`src/hw/rtl/sct_pkg.sv`:
```
// ----------------------------------------------------------------------------
// sct_pkg: shared types and constants of the sorted capacity table
// Holds the record layout, the result codes, the command codes and the
// command and status bundles between the controller and the datapath.
// ----------------------------------------------------------------------------
package sct_pkg;

	localparam int ID_W     = 64;
	localparam int STATUS_W = 3;
	localparam int CMD_W    = 2;

	localparam logic [CMD_W-1:0] CMD_ADD   = 2'd0;
	localparam logic [CMD_W-1:0] CMD_BUILD = 2'd1;
	localparam logic [CMD_W-1:0] CMD_FIND  = 2'd2;
	localparam logic [CMD_W-1:0] CMD_RSVD  = 2'd3;

	typedef enum logic [STATUS_W-1:0] {
		ST_OK        = 3'd0,
		ST_BOUND     = 3'd1,
		ST_ZERO_ID   = 3'd2,
		ST_DUP       = 3'd3,
		ST_ZERO_CAP  = 3'd4,
		ST_NOT_FOUND = 3'd5
	} status_t;

	typedef struct packed {
		logic [ID_W-1:0] id;
		logic [ID_W-1:0] cap;
		logic [ID_W-1:0] qlim;
		logic [ID_W-1:0] blim;
		logic            usable;
	} rec_t;

	typedef enum logic [3:0] {
		OP_NONE,
		OP_CAPTURE,
		OP_ADD,
		OP_BUILD_BEGIN,
		OP_SORT_READ,
		OP_SORT_KEY,
		OP_SORT_CMP,
		OP_SORT_PUT,
		OP_CHK_START,
		OP_CHK_READ,
		OP_CHK_NEXT,
		OP_FND_START,
		OP_FND_READ,
		OP_FND_STEP
	} dp_op_t;

	typedef struct packed {
		dp_op_t  op;
		logic    set_res;
		status_t code;
		logic    take_hit;
		logic    set_built;
		logic    publish;
	} sct_cmd_t;

	typedef struct packed {
		logic [CMD_W-1:0] cmd;
		logic             ovf;
		logic             built;
		logic             key_zero;
		logic             i_done;
		logic             j_last;
		logic             id_gt;
		logic             chk_zero;
		logic             chk_dup;
		logic             chk_cap;
		logic             lo_ge_hi;
		logic             fnd_eq;
		logic             out_free;
	} sct_sts_t;

endpackage

```
`src/hw/rtl/sct_ctrl.sv`:
```
// ----------------------------------------------------------------------------
// sct_ctrl: controller of the sorted capacity table
// Sequences add, insertion sort, validation scan and binary search.
// ----------------------------------------------------------------------------
module sct_ctrl (
	input  logic              clk,
	input  logic              arst_n,
	input  logic              in_valid,
	output logic              in_ready,
	input  sct_pkg::sct_sts_t sts_i,
	output sct_pkg::sct_cmd_t cmd_o
);
	import sct_pkg::*;

	typedef enum logic [3:0] {
		S_IDLE,
		S_DISPATCH,
		S_SORT_READ,
		S_SORT_KEY,
		S_SORT_CMP,
		S_SORT_PUT,
		S_CHK_READ,
		S_CHK_EVAL,
		S_FND_READ,
		S_FND_EVAL,
		S_DONE
	} state_t;

	state_t state_q;
	state_t state_d;

	always_ff @(posedge clk or negedge arst_n) begin
		if (!arst_n) begin
			state_q <= S_IDLE;
		end else begin
			state_q <= state_d;
		end
	end

	assign in_ready = (state_q == S_IDLE);

	always_comb begin
		state_d = state_q;
		cmd_o   = '0;
		cmd_o.op   = OP_NONE;
		cmd_o.code = ST_OK;
		case (state_q)
			S_IDLE: begin
				if (in_valid) begin
					cmd_o.op = OP_CAPTURE;
					state_d  = S_DISPATCH;
				end
			end
			S_DISPATCH: begin
				case (sts_i.cmd)
					CMD_ADD: begin
						cmd_o.op      = OP_ADD;
						cmd_o.set_res = 1'b1;
						state_d       = S_DONE;
					end
					CMD_BUILD: begin
						cmd_o.op = OP_BUILD_BEGIN;
						if (sts_i.ovf) begin
							cmd_o.set_res = 1'b1;
							cmd_o.code    = ST_BOUND;
							state_d       = S_DONE;
						end else begin
							state_d = S_SORT_READ;
						end
					end
					CMD_FIND: begin
						if (!sts_i.built || sts_i.key_zero) begin
							cmd_o.set_res = 1'b1;
							cmd_o.code    = ST_NOT_FOUND;
							state_d       = S_DONE;
						end else begin
							cmd_o.op = OP_FND_START;
							state_d  = S_FND_READ;
						end
					end
					default: begin
						cmd_o.set_res = 1'b1;
						state_d       = S_DONE;
					end
				endcase
			end
			S_SORT_READ: begin
				if (sts_i.i_done) begin
					cmd_o.op = OP_CHK_START;
					state_d  = S_CHK_READ;
				end else begin
					cmd_o.op = OP_SORT_READ;
					state_d  = S_SORT_KEY;
				end
			end
			S_SORT_KEY: begin
				cmd_o.op = OP_SORT_KEY;
				state_d  = S_SORT_CMP;
			end
			S_SORT_CMP: begin
				cmd_o.op = OP_SORT_CMP;
				if (sts_i.id_gt) begin
					if (sts_i.j_last) begin
						state_d = S_SORT_PUT;
					end
				end else begin
					state_d = S_SORT_READ;
				end
			end
			S_SORT_PUT: begin
				cmd_o.op = OP_SORT_PUT;
				state_d  = S_SORT_READ;
			end
			S_CHK_READ: begin
				if (sts_i.i_done) begin
					cmd_o.set_res   = 1'b1;
					cmd_o.set_built = 1'b1;
					state_d         = S_DONE;
				end else begin
					cmd_o.op = OP_CHK_READ;
					state_d  = S_CHK_EVAL;
				end
			end
			S_CHK_EVAL: begin
				if (sts_i.chk_zero) begin
					cmd_o.set_res = 1'b1;
					cmd_o.code    = ST_ZERO_ID;
					state_d       = S_DONE;
				end else if (sts_i.chk_dup) begin
					cmd_o.set_res = 1'b1;
					cmd_o.code    = ST_DUP;
					state_d       = S_DONE;
				end else if (sts_i.chk_cap) begin
					cmd_o.set_res = 1'b1;
					cmd_o.code    = ST_ZERO_CAP;
					state_d       = S_DONE;
				end else begin
					cmd_o.op = OP_CHK_NEXT;
					state_d  = S_CHK_READ;
				end
			end
			S_FND_READ: begin
				if (sts_i.lo_ge_hi) begin
					cmd_o.set_res = 1'b1;
					cmd_o.code    = ST_NOT_FOUND;
					state_d       = S_DONE;
				end else begin
					cmd_o.op = OP_FND_READ;
					state_d  = S_FND_EVAL;
				end
			end
			S_FND_EVAL: begin
				if (sts_i.fnd_eq) begin
					cmd_o.set_res  = 1'b1;
					cmd_o.take_hit = 1'b1;
					state_d        = S_DONE;
				end else begin
					cmd_o.op = OP_FND_STEP;
					state_d  = S_FND_READ;
				end
			end
			S_DONE: begin
				if (sts_i.out_free) begin
					cmd_o.publish = 1'b1;
					state_d       = S_IDLE;
				end
			end
			default: begin
				state_d = S_IDLE;
			end
		endcase
	end

endmodule

```
`config.mk`:
```
export PLATFORM = sky130hd
export DESIGN_NAME = sct_ctrl
export DESIGN_NICKNAME = d
export VERILOG_FILES = /design/src/hw/rtl/sct_pkg.sv /design/src/hw/rtl/sct_ctrl.sv
export SDC_FILE = /design/constraint.sdc
export NUM_CORES = 1
export LEC_CHECK = 0
export BUFFER_PORTS_ARGS = -buffer_cell sky130_fd_sc_hd__buf_2
export CAP_MARGIN = 20
export CORE_MARGIN = 2
export CORE_UTILIZATION = 40
export DETAILED_ROUTE_END_ITERATION = 16
export GPL_TIMING_DRIVEN = 0
export PLACE_DENSITY_LB_ADDON = 0.05
export SLEW_MARGIN = 25
export SYNTH_ARGS = -nofsm -noshare
export SYNTH_HDL_FRONTEND = slang
export SYNTH_SLANG_ARGS = --single-unit
```
`constraint.sdc`:
```
create_clock -name clk -period 2 [get_ports clk]
set_input_delay 0.2 -clock clk [delete_from_list [all_inputs] [get_ports clk]]
set_output_delay 0.2 -clock clk [all_outputs]
set_load 0.03 [all_outputs]
```
==> metrics <==
CP Buf/Inv Count 1; first drt pass iteration count 4; Slew @ Worst Pin around 0.47 ns; CP delay by family, top simple AND/OR/NAND/NOR gates; max cap viols 0; Worst VDD drop ~0.63 mV; Hold Path Class input port to async pin; Final period util 1.09; Synth Flop Type dfrtp_1; CP startpoint kind register; share of layout cells above drive strength 1 0.389; Worst Reg-to-Reg Cells 5; hold_ws between 0.3 and 0.4 ns; Chip Height approximately 46 µm; # setup viols final 3; highest-count cells in the layout ignoring fill and taps 25 x buf_2, 8 x o21ai_0, 7 x inv_1, 7 x buf_4, 7 x nand2_1; Largest register FFs 4; Layout area overhead 42.0%; mapped cell area around 710 µm²; Setup CP Type register to output pin; Sink Count 4; Mapped Avg Cell Area around 7.4 µm²; Hold Vio Cnt, Final 0; synth warn 0; Area after DPL approximately 880 µm²; global-route wire length before repair between 3 and 4 mm; Port Buffers 28; antenna cells 0; Met2 Wirelength ~960 µm; reg2reg start state_q[2]$_DFFE_PN0P_; clk slew on worst S/H paths 0.04 ns; failing checks setup timing; Setup Skew roughly 0.00096 ns; status finished with violations; Row Count 15; Initial Utilization 0.417; power density of the placed cells approximately 1400 nW/µm²; Detailed Route WL around 2 mm; syn_nets ~120; f_max ~0.46 GHz; RSZ-0062 raised after global routing true; Layout Nets roughly 160; CP required 1.80 ns; initial antenna violation count 0; R2R setup slack between 0.4 and 0.5 ns; Die Width around 46 µm; CTS tree done; DRC Markers 0; worst path cell trace or4b_4 > or4_4 > o311ai_4 > buf_6; initial drt markers 29; leakage dissipation 0.484 nW; post-synthesis async set-or-reset flop share 1.00; vias in the first global route ~750; clock latency at the later pin of the worst-skew pair 0.23 ns; Post-DP HPWL approximately 1.5 mm; Worst Setup Slack, final -0.175 ns; EDFF count, synth 0; Total GRT Usage 0.205; GRT overflow 0; worst stage delay on the critical path between 0.5 and 0.6 ns; DR vias around 850; largest net degree at the start of global routing 11; H-Tree Depth 1; headroom to the max-slew limit 0.687; time the worst path needs with I/O delays and setup between 2 and 2.5 ns; met3 wire length ~120 µm; GP Congestion around 0.8; Distinct cells, synth 40; post-route design area 1010 µm²; fin. max-slew vios 0; core box area between 1500 and 2000 µm²; Ports 29; Reg with most FFs state_q; Die ar. around 2100 µm²; CP max stage cell or4b_4; crit path max fanout 5; post-route ant nets 0; Syn Inst Count between 90 and 100; largest registers state_q (4); Setup crit end kind output pin; root buffer cell clkbuf_4; commonest non-fill, non-tap cell in the layout buf_2; CTS Buf Count 3; DR vias/cell about 5.5; sequential share of the synthesized area 0.141; drt wl/cell 13.2 µm; Yosys reg bits 4; RR Endpoint state_q[1]$_DFFE_PN0P_; wl on met1 about 970 µm; DR top layer met3; CTS Buffer Depth 2; WP data arrival just under 2 ns
==> layer usage <==
metal	vias to the layer above	global-route usage
met5	-	0
met4	0	0.0514
met3	0	0.0235
met2	33	0.339
met1	388	0.279
li1	431	-
==> synth_stat cells, types with 3 or more instances <==
library cell	n	share of area
o21ai_0	8	0.056
nand2_1	7	0.037
nor2b_1	6	0.053
nand2b_1	6	0.053
clkbuf_1	3	0.016
inv_1	7	0.037
a21oi_1	4	0.028
ha_1	5	0.088
dfrtp_1	4	0.14
nor2_1	4	0.021
==> worst max-delay path by stage <==
stage / to / slack [ns] / cells past startpoint / start
2_1_floorplan: cmd_o[10] / 0.06 / 4 / state_q[1]$_DFFE_PN0P_
3_3_place_gp: cmd_o[10] / -0.09 / 5 / state_q[1]$_DFFE_PN0P_
3_5_place_dp: cmd_o[10] / -0.09 / 5 / state_q[1]$_DFFE_PN0P_
4_1_cts: cmd_o[10] / -0.25 / 5 / state_q[1]$_DFFE_PN0P_
5_1_grt: cmd_o[10] / -0.21 / 4 / state_q[3]$_DFFE_PN0P_
6_report: cmd_o[10] / -0.18 / 4 / state_q[3]$_DFFE_PN0P_
==> what timing repair did <==
| action | CTS | global route |
|---|---|---|
| hold buffers | 1 | 0 |
| setup buffers | 5 | 1 |
| gates resized for setup | 12 | 10 |
| setup endpoints to repair | 2 | 7 |
| hold endpoints to repair | 4 | 0 |
| pin swaps | 4 | 2 |
==> where the power goes <==
part           internal (W)  switching, W
clock network     0.0000672     0.0000333
registers          0.000124     0.0000271
logic              0.000464      0.000661
==> per-stage QoR <==
stage	setup TNS (ns)	total power (W)	util	cells	worst slack, ns
finish	-0.213	0.00138	0.592	156	-0.175
global route	-0.807	0.00148	0.592	156	-0.211
CTS	-0.249	0.00131	0.577	156	-0.249
detailed placement	-0.0943	0.00108	0.517	149	-0.0943
global placement	-0.0902	0.00108	0.517	149	-0.0902
floorplan	0	0.000858	-	96	0.0553
==> cells by family after synthesis <==
logic type | share of synthesized area
mux | 0.0158
flops | 0.141
xor+xnor | 0.0246
fa+ha+maj | 0.0879
simple gates | 0.355
buf+inv | 0.0879
compound gates | 0.288
==> area by class of cell <==
class / count / area [µm²]
Fill cell: 180 / 697
Multi-Input combinational cell: 78 / 589
Timing Repair Buffer: 34 / 203
Sequential cell: 4 / 103
Buffer: 5 / 36.3
Tap cell: 25 / 31.3
Inverter: 7 / 26.3
Clock buffer: 3 / 22.5
(Power assumes the default switching activity.)
